<file path="src/sv/npn_pkg.sv">
package npn_pkg;

  localparam int TT_W       = 16;
  localparam int N_W        = 3;
  localparam int SLOT_W     = 2;
  localparam int NUM_SLOTS  = 4;
  localparam int NUM_PERMS  = 24;
  localparam int PERM_IDX_W = 5;

  localparam logic [PERM_IDX_W-1:0] LAST_PERM = PERM_IDX_W'(NUM_PERMS - 1);

  typedef logic [NUM_SLOTS-1:0][SLOT_W-1:0] perm_t;

  typedef enum logic [1:0] {
    ST_IDLE,
    ST_SEARCH,
    ST_FINISH
  } npn_state_t;

  typedef struct packed {
    logic start;
    logic step;
    logic publish;
  } npn_cmd_t;

  // Permutations of four slots in lexicographic order; hex digit j (from the
  // left) is the new position of input j.
  localparam logic [15:0] PERM_CODES [NUM_PERMS] = '{
    16'h0123, 16'h0132, 16'h0213, 16'h0231, 16'h0312, 16'h0321,
    16'h1023, 16'h1032, 16'h1203, 16'h1230, 16'h1302, 16'h1320,
    16'h2013, 16'h2031, 16'h2103, 16'h2130, 16'h2301, 16'h2310,
    16'h3012, 16'h3021, 16'h3102, 16'h3120, 16'h3201, 16'h3210
  };

  function automatic perm_t perm_at(input logic [PERM_IDX_W-1:0] idx);
    logic [15:0] code;
    perm_t       p;
    code = PERM_CODES[idx];
    for (int j = 0; j < NUM_SLOTS; j++) begin
      p[j] = code[13-4*j -: SLOT_W];
    end
    return p;
  endfunction

  // Bits of the truth table that exist for n inputs.
  function automatic logic [TT_W-1:0] omask_of(input logic [N_W-1:0] n);
    logic [TT_W-1:0] m;
    for (int i = 0; i < TT_W; i++) begin
      m[i] = (5'(i) < (5'd1 << n));
    end
    return m;
  endfunction

endpackage

</file>
<file path="src/sv/npn_ctrl.sv">
module npn_ctrl
  import npn_pkg::*;
(
  input  logic     clk,
  input  logic     rst,
  input  logic     in_valid,
  input  logic     out_stall,
  input  logic     last,
  output npn_cmd_t cmd,
  output logic     in_stall,
  output logic     out_valid
);

  npn_state_t state, state_next;
  logic       out_valid_next;

  always_ff @(posedge clk) begin
    if (rst) begin
      state     <= ST_IDLE;
      out_valid <= 1'b0;
    end else begin
      state     <= state_next;
      out_valid <= out_valid_next;
    end
  end

  always_comb begin
    state_next = state;
    unique case (state)
      ST_IDLE: begin
        if (in_valid) state_next = ST_SEARCH;
      end
      ST_SEARCH: begin
        if (last) state_next = ST_FINISH;
      end
      ST_FINISH: begin
        if (!out_valid || !out_stall) state_next = ST_IDLE;
      end
      default: state_next = ST_IDLE;
    endcase
  end

  always_comb begin
    cmd         = '0;
    cmd.start   = (state == ST_IDLE) && in_valid;
    cmd.step    = (state == ST_SEARCH);
    cmd.publish = (state == ST_FINISH) && (!out_valid || !out_stall);
    in_stall    = (state != ST_IDLE);
    // The result register frees once its beat is taken.
    out_valid_next = cmd.publish || (out_valid && out_stall);
  end

endmodule

</file>
<file path="src/sv/npn_dp.sv">
module npn_dp
  import npn_pkg::*;
#(
  parameter int NEG_W = 4
) (
  input  logic              clk,
  input  npn_cmd_t          cmd,
  input  logic [N_W-1:0]    n,
  input  logic [TT_W-1:0]   truth_table,
  output logic              last,
  output logic [TT_W-1:0]   canonical_table,
  output logic [3:0]        input_negation,
  output logic              output_negation,
  output perm_t             perm_out
);

  logic [TT_W-1:0]       tt;
  logic [PERM_IDX_W-1:0] perm_idx;
  logic [NEG_W-1:0]      neg;
  logic                  have;
  logic [TT_W-1:0]       best;
  logic [NEG_W-1:0]      best_neg;
  logic                  best_onv;
  perm_t                 best_perm;

  logic [TT_W-1:0]  omask;
  logic [NEG_W-1:0] neg_max;
  perm_t            perm;
  perm_t            perm_masked;
  logic             perm_valid;
  logic [TT_W-1:0]  cand;
  logic [TT_W-1:0]  inv;
  logic [TT_W-1:0]  mid;
  logic             take_c;
  logic             take_i;

  function automatic logic [TT_W-1:0] xform(input logic [TT_W-1:0] f, input perm_t p,
                                            input logic [3:0] ng,
                                            input logic [TT_W-1:0] om);
    logic [TT_W-1:0] res;
    logic [3:0]      iv;
    logic [3:0]      dst;
    res = '0;
    for (int i = 0; i < TT_W; i++) begin
      iv  = 4'(i);
      dst = '0;
      for (int j = 0; j < NUM_SLOTS; j++) begin
        if (iv[j]) dst[p[j]] = 1'b1;
      end
      if (om[i] && f[iv ^ ng]) res[dst] = 1'b1;
    end
    return res;
  endfunction

  always_comb begin
    omask   = omask_of(n);
    neg_max = NEG_W'((5'd1 << n) - 5'd1);
    perm    = perm_at(perm_idx);
    // A permutation belongs to the n-input sweep only if it leaves the
    // unused slots in place.
    perm_valid = 1'b1;
    for (int j = 0; j < NUM_SLOTS; j++) begin
      if (3'(j) >= n) begin
        if (perm[j] != SLOT_W'(j)) perm_valid = 1'b0;
        perm_masked[j] = '0;
      end else begin
        perm_masked[j] = perm[j];
      end
    end
    cand   = xform(tt, perm, 4'(neg), omask);
    inv    = cand ^ omask;
    take_c = !have || (cand > best);
    mid    = take_c ? cand : best;
    take_i = (inv > mid);
    last   = (perm_idx == LAST_PERM) && (!perm_valid || (neg == neg_max));
  end

  always_ff @(posedge clk) begin
    if (cmd.start) begin
      tt       <= truth_table & omask;
      perm_idx <= '0;
      neg      <= '0;
      have     <= 1'b0;
    end else if (cmd.step) begin
      if (!perm_valid || (neg == neg_max)) begin
        perm_idx <= perm_idx + PERM_IDX_W'(1);
        neg      <= '0;
      end else begin
        neg <= neg + NEG_W'(1);
      end
      if (perm_valid) begin
        have <= 1'b1;
        if (take_c || take_i) begin
          best      <= take_i ? inv : cand;
          best_neg  <= neg;
          best_onv  <= take_i;
          best_perm <= perm_masked;
        end
      end
    end
    if (cmd.publish) begin
      canonical_table <= best;
      input_negation  <= 4'(best_neg);
      output_negation <= best_onv;
      perm_out        <= best_perm;
    end
  end

endmodule

</file>
<file path="src/sv/npn_canonical_form.sv">
// NPN canonical form search over up to four inputs.
// A beat is taken in ST_IDLE; ST_SEARCH sweeps the permutations and, for each
// valid one, the input negation masks; ST_FINISH loads the result register
// once out_stall does not hold the last one, then out_valid rises. No new table
// is taken till then; one transform unit scores a permutation and mask per cycle.
// Reset: synchronous, clears the controller and result valid; num_inputs returns to 4.
module npn_canonical_form
  import npn_pkg::*;
#(
  parameter int MAX_INPUTS = 4
) (
  input  logic              clk,
  input  logic              rst,
  input  logic              cfg_valid,
  output logic              cfg_ready,
  input  logic [N_W-1:0]    cfg_num_inputs,
  input  logic              in_valid,
  output logic              in_stall,
  input  logic [TT_W-1:0]   truth_table,
  output logic              out_valid,
  input  logic              out_stall,
  output logic [TT_W-1:0]   canonical_table,
  output logic [3:0]        input_negation,
  output logic              output_negation,
  output logic [SLOT_W-1:0] perm_slot0,
  output logic [SLOT_W-1:0] perm_slot1,
  output logic [SLOT_W-1:0] perm_slot2,
  output logic [SLOT_W-1:0] perm_slot3
);

  localparam logic [N_W-1:0] MAX_N = N_W'(MAX_INPUTS);

  logic [N_W-1:0] num_inputs;
  logic [N_W-1:0] n_eff;
  npn_cmd_t       cmd;
  logic           last;
  perm_t          perm_out;

  assign cfg_ready = 1'b1;

  always_ff @(posedge clk) begin
    if (rst) begin
      num_inputs <= N_W'(4);
    end else if (cfg_valid && cfg_ready) begin
      num_inputs <= cfg_num_inputs;
    end
  end

  always_comb begin
    if (num_inputs == '0) n_eff = N_W'(1);
    else if (num_inputs > MAX_N) n_eff = MAX_N;
    else n_eff = num_inputs;
  end

  npn_ctrl u_ctrl (
    .clk       (clk),
    .rst       (rst),
    .in_valid  (in_valid),
    .out_stall (out_stall),
    .last      (last),
    .cmd       (cmd),
    .in_stall  (in_stall),
    .out_valid (out_valid)
  );

  npn_dp #(
    .NEG_W (MAX_INPUTS)
  ) u_dp (
    .clk             (clk),
    .cmd             (cmd),
    .n               (n_eff),
    .truth_table     (truth_table),
    .last            (last),
    .canonical_table (canonical_table),
    .input_negation  (input_negation),
    .output_negation (output_negation),
    .perm_out        (perm_out)
  );

  assign perm_slot0 = perm_out[0];
  assign perm_slot1 = perm_out[1];
  assign perm_slot2 = perm_out[2];
  assign perm_slot3 = perm_out[3];

  // Once a beat is taken the block stays busy until its result is published.
  a_busy_after_accept: assert property (@(posedge clk) disable iff (rst)
    (in_valid && !in_stall) |=> in_stall)
    else $error("input taken again right after an accept");

  // The winner can never be beaten by its own complement.
  a_max_polarity: assert property (@(posedge clk) disable iff (rst)
    out_valid |-> (canonical_table >= (canonical_table ^ omask_of(n_eff))))
    else $error("canonical table smaller than its complement");

  a_unused_bits: assert property (@(posedge clk) disable iff (rst)
    out_valid |-> ((canonical_table & ~omask_of(n_eff)) == '0))
    else $error("canonical table has bits beyond the used minterms");

endmodule

</file>
<file path="config.mk">
export PLATFORM = sky130hd
export DESIGN_NAME = npn_canonical_form
export DESIGN_NICKNAME = d
export VERILOG_FILES = /design/src/sv/npn_pkg.sv /design/src/sv/npn_ctrl.sv /design/src/sv/npn_dp.sv /design/src/sv/npn_canonical_form.sv
export SDC_FILE = /design/constraint.sdc
export NUM_CORES = 1
export LEC_CHECK = 0
export ABC_CLOCK_PERIOD_IN_PS = 9800
export BUFFER_PORTS_ARGS = -buffer_cell sky130_fd_sc_hd__buf_2
export CAP_MARGIN = 20
export CORE_UTILIZATION = 40
export CTS_CLUSTER_DIAMETER = 150
export CTS_CLUSTER_SIZE = 20
export DETAILED_ROUTE_END_ITERATION = 7
export GPL_TIMING_DRIVEN = 1
export PLACE_DENSITY = 0.56
export SLEW_MARGIN = 10
export SYNTH_ARGS = -nofsm -noshare
export SYNTH_HDL_FRONTEND = slang
export SYNTH_SLANG_ARGS = --single-unit
</file>
<file path="constraint.sdc">
create_clock -name clk -period 9.8 [get_ports clk]
set_input_delay 2.94 -clock clk [delete_from_list [all_inputs] [get_ports clk]]
set_output_delay 2.94 -clock clk [all_outputs]
set_load 0.02 [all_outputs]
</file>
==> results of run 1 <==
-- worst paths after layout --
path / from / to / slack (ps) / cells after the start
setup reg to reg: u_dp.perm_idx[1] / u_dp.best[7] / 1260 / 27
setup / recovery: u_dp.perm_idx[1] / u_dp.best[7] / 1260 / 27
hold / removal: u_dp.best_onv / u_dp.output_negation / 420 / 0
hold reg to reg: u_dp.best_onv / u_dp.output_negation / 420 / 0
-- metrics by stage --
stage	area, um^2	utilization	hold WS, ps	power [W]
global route	8980	0.4569	430.3	0.001841
detailed placement	8696	0.4425	404.5	0.001382
floorplan	8084	-	400.3	0.001164
CTS	8980	0.4569	421.7	0.001725
finish	8980	0.4569	418.0	0.001724
global placement	8696	0.4425	408.9	0.001376
-- worst max-delay path: stages (launching register included) --
cell       delay (ps)
dfxtp_1           520
inv_1             240
ha_1              250
mux2i_1           530
nand2_1           370
a22oi_1           860
nand2_1           260
and4_1            300
a2111oi_0         560
nand3_1           330
ha_1              390
a21o_1            160
a21o_1            170
a21oi_1           160
nor2b_1            60
o21ai_0           290
a32oi_2           280
buf_4             280
mux2i_1           140
ha_1              310
a21o_1            110
a21oi_1            60
nor2b_1           120
o31ai_1            80
a211o_1           250
a21oi_1           180
o21a_1            570
buf_4             360
-- layer usage --
layer  vias to the layer above  track usage
met2                       479       0.4546
met3                       112      0.05298
li1                       3500            -
met4                         0       0.1640
met5                         -            0
met1                      3749       0.4007
-- cells by family after synthesis --
family | count (synthesis) | synth area share
fa+ha+maj | 45 | 0.06965
compound gates | 242 | 0.2271
other cells | 1 | 0.0004639
mux | 68 | 0.1108
buf+inv | 81 | 0.04225
simple gates | 317 | 0.2007
flops | 90 | 0.3145
xor+xnor | 31 | 0.03452
-- sequential cells by signal, indices dropped and copies added, names as in the netlist --
register and count:
u_dp.input_negation 4, u_ctrl.state 2, u_dp.perm_out 8, u_dp.perm_idx 5, u_dp.canonical_table 16, num_inputs 3, u_dp.best_perm 8, u_dp.tt 16
u_dp.have 1, u_dp.output_negation 1, u_dp.neg 4, u_dp.best 16, u_dp.best_onv 1, u_dp.best_neg 4, u_ctrl.out_valid 1
-- power groups by stage --
stage          Combinational [W]  Sequential (W)  Clock (W)
2_1_floorplan           0.000601        0.000563          0
3_3_place_gp            0.000782        0.000594          0
3_5_place_dp            0.000789        0.000593          0
4_1_cts                 0.000793        0.000586   0.000347
5_1_grt                 0.000886        0.000595   0.000360
6_report                0.000801        0.000585   0.000338
-- placed cells by master (no fill, tap or decap), drive strengths merged, types with 12 or more instances in the layout --
cell type,n
a2111oi,16
a211oi,17
a21oi,38
and2,23
buf,82
dfxtp,16
edfxtp,74
ha,45
inv,30
mux2i,43
mux4,16
nand2,63
nand2b,13
nand3,28
nand4,22
nor2,73
nor2b,14
nor3,33
nor4,15
o211ai,13
o21ai,26
o22ai,12
xnor2,21
-- layout make-up --
cell class,instances,area [um^2]
clock buffer,10,229.0
clock inverter,6,55.05
inverter,27,101.3
fill,1950,10670
tap,265,331.6
sequential,90,2542
timing repair buffer,82,480.5
multi-input combinational,704,5240
==> results.ini, run 1 <==
[run_status]
status = finished, final reports clean

[placed_design]
place_inst = 1168
dp_hpwl_um = 22650
io_buffers = 54
dp_slack_ps = 1525
finalWeightedCongestion = 1.033

[sta]
finalCritPeriodShare = 0.8710
layout_min_cycle_time_ps = 8536
hold_viol_final = 0
worst_pin_slew_ps = 1021
slew_viol_final = 0
setup_viol = 0
setup_tns_ps = 0
fin_ws_ps = 1264
rsz0062_at_grt = false
fin_skew_ps = 16.76
maxSlewHeadroom = 0.3178
fmax_mhz = 117.2

[clock_network]
clkSinkCount = 90
cts_tree = done
root_buffer = clkbuf_16
clkTransAtPathRegs_ps = 70
clk_path_buf_depth = 2
cts_setup_buffers = 0
post_cts_resized = 0
cts_buffers = 9
cts_hold_buf = 0
htree_levels = 3
clk_latency_ps = 350

[detailed_routing]
drt_iter0_drc = 903
met2_length_um = 13130
top_layer = met4
m1WireLength_um = 12520
drc = 0
wirelength_um = 29880
vias_per_cell = 6.622
avgRoutedWirePerCell_um = 25.24
ant_nets = 0
wl_met3_um = 2599
via_count = 7840
firstDrtPassIters = 7

[yosys]
yosysSeqAreaShare = 0.3145
netlist_top_cells_area = edfxtp_1 (27%), ha_1 (7.0%), mux2i_1 (5.2%), mux4_2 (4.5%), dfxtp_1 (4.0%)
synthCells = 875
async_flop_share = 0
synth_most_common_cell = edfxtp_1
synth.top_cells.by_count = edfxtp_1 (74), nor2_1 (73), nand2_1 (63)
synth_ff_type = edfxtp_1
yosys_warnings = 0
synth_edf_count = 74
yosys.area.top_type = edfxtp_1
syn_area_um2 = 8084
avgSynthCellArea_um2 = 9.239
yosysTopAreaCellShare = 0.2749
ys_types = 87
synth_seq_cells = 90
syn_nets = 944

[floorplanning]
die-area_um2 = 20780
rows = 51
io_pins = 56
start_util = 0.4113
fp.dieW_um = 144.2
die_y_um = 144.2
coreArea_um2 = 19650

[global_route]
grt_pass1_wl_um = 45890
track_usage = 0.2988
globalRouteOverflowTotal = 0
grt_pass1_vias = 7535
antenna_found_initial = 0
grt_max_degree = 30

[setup_path]
crit_required_ps = 9830
cp_max_fo = 16
crit_arrival_ps = 8570
cp-start-kind = flip-flop
worst_setup_path_end_kind = flip-flop
path_class = reg -> reg

[power]
combPwrFrac = 0.464
clkPwrFrac = 0.196
pwr-share-seq = 0.339
vdd_drop_max_mv = 0.1068
p_leak_nw = 3.344
switching_share = 0.3875
p_sw_w = 0.0006682
powerDensity_nw_per_um2 = 192.0
p_int_w = 0.001056

[cells_and_area]
fin_cells = 1184
drive_gt1_frac = 0.1621
syn_to_final_growth_pct = 11.08
final_nets = 983
antennaDiodeCount = 0

[hold_path]
hp-class = reg -> reg

[job]
cap_violations = 0

Power figures use the tool's default switching activity.
==> run 2, diff against run 1 <==
- CORE_ASPECT_RATIO: not set -> 1.2
- GPL_TIMING_DRIVEN: 1 -> 0
==> results.ini, run 2 (synthesis results as in run 1) <==
[run_status]
status = finished, final reports clean

[clock_network]
cts_tree = done
clkTransAtPathRegs_ps = 80
cts_hold_buf = 0
clk_latency_ps = 360
cts_buffers = 9
clkSinkCount = 90
clk_path_buf_depth = 2
htree_levels = 3
cts_setup_buffers = 0
root_buffer = clkbuf_16

[power]
vdd_drop_max_mv = 0.1106
p_leak_nw = 3.413
switching_share = 0.3854
clkPwrFrac = 0.217
p_sw_w = 0.0006790
pwr-share-seq = 0.323
p_int_w = 0.001083
combPwrFrac = 0.459
powerDensity_nw_per_um2 = 193.2

[sta]
fin_hold_ws_ps = 420.6
rsz0062_at_grt = false
layout_min_cycle_time_ps = 9322
fin_ws_ps = 477.8
maxSlewHeadroom = 0.1973
fin_skew_ps = 20.27
setup_tns_ps = 0
fmax_mhz = 107.3
slew_viol_final = 0
finalCritPeriodShare = 0.9512
setup_viol = 0
hold_viol_final = 0
worst_pin_slew_ps = 1204

[setup_path]
worst_setup_path_end_kind = flip-flop
path_class = reg -> reg
cp_slowest_cell = a2111oi_2
crit_arrival_ps = 9440
cp-start-kind = flip-flop
cp_max_fo = 17
cpMostUsedCell = o21a_1
crit_required_ps = 9920
critPathMaxStageDelay_ps = 1050

[global_route]
grt_pass1_wl_um = 48160
track_usage = 0.3125
grt_max_degree = 27
grt_pass1_vias = 7599
antenna_found_initial = 1
globalRouteOverflowTotal = 0

[detailed_routing]
avgRoutedWirePerCell_um = 26.20
vias_per_cell = 6.517
firstDrtPassIters = 8
drc = 0
ant_nets = 0
wirelength_um = 31760
drt_iter0_drc = 678
via_count = 7899

[cells_and_area]
final_cell_mix = buf_2 (75), edfxtp_1 (74), nor2_1 (72), nand2_1 (63), ha_1 (45)
final_common_cell = buf_2
top_regs = u_dp.best (16), u_dp.canonical_table (16), u_dp.tt (16)
fillerInstances = 1975
final_nets = 1015
syn_to_final_growth_pct = 12.83
drive_gt1_frac = 0.1619
antennaDiodeCount = 0
final_util = 0.4633

[floorplanning]
io_pins = 56
start_util = 0.4106
rows = 56
coreArea_um2 = 19690
die-area_um2 = 20780
die_y_um = 157.7
fp.dieW_um = 131.8

[placed_design]
dp_slack_ps = 43.00
finalWeightedCongestion = 0.9982
dp_hpwl_um = 24880
io_buffers = 52

[hold_path]
hp-class = reg -> reg

[job]
cap_violations = 0

==> run 2: final cells by class <==
type	count	area, um^2	share of cell area
multi-input combinational	704	5236	0.5741
timing repair buffer	60	351.6	0.03855
clock inverter	7	95.09	0.01043
tap	261	326.6	0.03580
clock buffer	9	225.2	0.02469
buffer	54	242.7	0.02661
sequential	90	2542	0.2787
inverter	27	101.3	0.01111
==> run 2: per-layer routing <==
metal / wire (um) / share of wire / vias to the layer above / global-route usage
met3: 2277 / 0.072 / 111 / 0.04867
met4: 1808 / 0.057 / 0 / 0.1777
met2: 14830 / 0.47 / 428 / 0.5251
met1: 12840 / 0.40 / 3792 / 0.3832
li1: - / - / 3568 / -
met5: 0 / 0 / - / 0
==> run 2: through the flow <==
step / instances / area [um^2] / total power [W]
6_report: 1212 / 9121 / 0.001762
5_1_grt: 1212 / 9121 / 0.001886
4_1_cts: 1211 / 9102 / 0.001772
3_5_place_dp: 1195 / 8778 / 0.001387
3_3_place_gp: 1188 / 8671 / 0.001367
2_1_floorplan: 875 / 8084 / 0.001164
==> run 2: what timing repair did <==
action,in CTS,in global routing
resized for setup,1,8
endpoints found under the setup margin,5,43
pin swaps,0,0
==> run 2: worst max-delay path: cells and delay by family, from the launching register on <==
family	cells	cell delay (ps)
compound gates	16	4480
buf+inv	5	1890
fa+ha+maj	3	1100
simple gates	3	730
flops	1	600
mux	1	230
==> run 2: power groups by stage <==
stage | combinational [W] | clock [W] | sequential [W]
CTS | 0.000814 | 0.000388 | 0.000570
detailed placement | 0.000808 | 0 | 0.000578
floorplan | 0.000601 | 0 | 0.000563
global route | 0.000907 | 0.000402 | 0.000577
global placement | 0.000789 | 0 | 0.000578
finish | 0.000810 | 0.000383 | 0.000569
==> run 2: final timing paths <==
kind / startpoint / cells past startpoint / to / slack, ps
worst max-delay path: u_dp.perm_idx[1] / 28 / u_dp.best_neg[3] / 480
worst min-delay path: u_dp.best_neg[3] / 0 / u_dp.input_negation[3] / 420
worst max register to register: u_dp.perm_idx[1] / 28 / u_dp.best_neg[3] / 480
worst min register to register: u_dp.best_neg[3] / 0 / u_dp.input_negation[3] / 420
==> run 3, diff against run 2 <==
- PLACE_DENSITY: 0.56 -> not set
==> results.ini, run 3 (synthesis results as in run 1) <==
[detailed_routing]
ant_nets = 0
drc = 0
avgRoutedWirePerCell_um = 26.28
drt_iter0_drc = 765
firstDrtPassIters = 5
vias_per_cell = 6.502
wirelength_um = 31800
via_count = 7867

[sta]
maxSlewHeadroom = 0.2063
setup_tns_ps = 0
layout_min_cycle_time_ps = 9206
fmax_mhz = 108.6
slew_viol_final = 0
finalCritPeriodShare = 0.9394
setup_viol = 0
hold_viol_final = 0
worst_pin_slew_ps = 1157
fin_skew_ps = 14.83
rsz0062_at_grt = false

[global_route]
grt_pass1_vias = 7667
globalRouteOverflowTotal = 0
grt_max_degree = 27
track_usage = 0.3125
antenna_found_initial = 0
grt_pass1_wl_um = 48110

[placed_design]
finalWeightedCongestion = 1.036
io_buffers = 52
dp_hpwl_um = 25030

[floorplanning]
io_pins = 56
rows = 56
die_y_um = 157.7
die-area_um2 = 20780
start_util = 0.4106
fp.dieW_um = 131.8
coreArea_um2 = 19690

[clock_network]
htree_levels = 3
clk_path_buf_depth = 2
cts_hold_buf = 0
clkTransAtPathRegs_ps = 80
cts_buffers = 9
clk_latency_ps = 360
cts_tree = done
root_buffer = clkbuf_16
cts_setup_buffers = 0
clkSinkCount = 90

[cells_and_area]
syn_to_final_growth_pct = 12.71
drive_gt1_frac = 0.1612
antennaDiodeCount = 0
final_util = 0.4628
final_cell_mix = buf_2 (74), edfxtp_1 (74), nor2_1 (72), nand2_1 (63), ha_1 (45)
final_nets = 1013
top_regs = u_dp.best (16), u_dp.canonical_table (16), u_dp.tt (16)

[job]
cap_violations = 0

[power]
powerDensity_nw_per_um2 = 193.4
vdd_drop_max_mv = 0.09506
p_leak_nw = 3.412

[setup_path]
crit_arrival_ps = 9320
critPathMaxStageDelay_ps = 870
crit_required_ps = 9910
cp_max_fo = 17
worst_setup_path_end_kind = flip-flop
cp_slowest_cell = nor3_1
cp-start-kind = flip-flop
path_class = reg -> reg

[hold_path]
hp-class = reg -> reg

[run_status]
status = finished, final reports clean

## run 3: cell types whose count changed in the layout (fill, tap and decap cells not counted), sizes merged
cell / before / now
clkdlybuf4s18: 0 / 1
clkbuf: 35 / 37
buf: 88 / 83
## run 3: cell type report
cell class	instances	area (um^2)
inverters	27	101.3
plain buffers	54	242.7
clock buffers	9	225.2
flip-flops and latches	90	2542
well taps	261	326.6
fillers	1923	10580
clock inverters	7	92.59
multi-input cells	704	5238
repair buffers	58	342.8
## run 3: per-layer routing
| metal | vias to the layer above | global-route usage | wire length (um) |
|---|---|---|---|
| met3 | 110 | 0.04611 | 1985 |
| met1 | 3821 | 0.3806 | 12990 |
| met2 | 369 | 0.5215 | 14820 |
| li1 | 3567 | - | - |
| met5 | - | 0 | 0 |
| met4 | 0 | 0.1977 | 2003 |
## run 3: path summary, 6_finish.rpt
| check | startpoint | to | slack (ps) | cells after the start |
|---|---|---|---|---|
| worst max-delay path | u_dp.perm_idx[2] | u_dp.best_perm[2] | 590 | 32 |
| worst min-delay path | u_dp.best_perm[3] | u_dp.perm_out[3] | 420 | 0 |
| worst max register to register | u_dp.perm_idx[2] | u_dp.best_perm[2] | 590 | 32 |
| worst min register to register | u_dp.best_perm[3] | u_dp.perm_out[3] | 420 | 0 |
## run 3: power breakdown
part           switching (W)  internal [W]  leakage, nW
registers          0.0000395      0.000529        0.819
logic               0.000463      0.000348         2.44
clock network       0.000178      0.000205        0.155
## run 3: per-stage QoR
step / setup slack (ps) / area (um^2) / cells / power (W) / hold slack, ps
after floorplan: 2034 / 8084 / 875 / 0.001164 / 400.3
after global placement: -711.5 / 8671 / 1188 / 0.001364 / 401.4
after detailed placement: -339.5 / 8771 / 1193 / 0.001386 / 404.5
after CTS: 135.4 / 9097 / 1209 / 0.001774 / 423.2
after global routing: 55.34 / 9111 / 1210 / 0.001885 / 435.3
final: 594.0 / 9111 / 1210 / 0.001762 / 422.7
## run 3: repair_timing
action | 4_1_cts | 5_1_grt
resized for setup | 2 | 5
endpoints found under the setup margin | 37 | 43
gates cloned | 0 | 0
## run 3: worst max-delay path, delay by kind of cell, from the launching register on
kind | cells | cell delay [ps]
AOI/OAI and AO/OA | 12 | 2910
and+or+nand+nor | 7 | 2310
buffers and inverters | 9 | 2190
adders and majority gates | 3 | 930
DFF | 1 | 360
muxes | 1 | 240
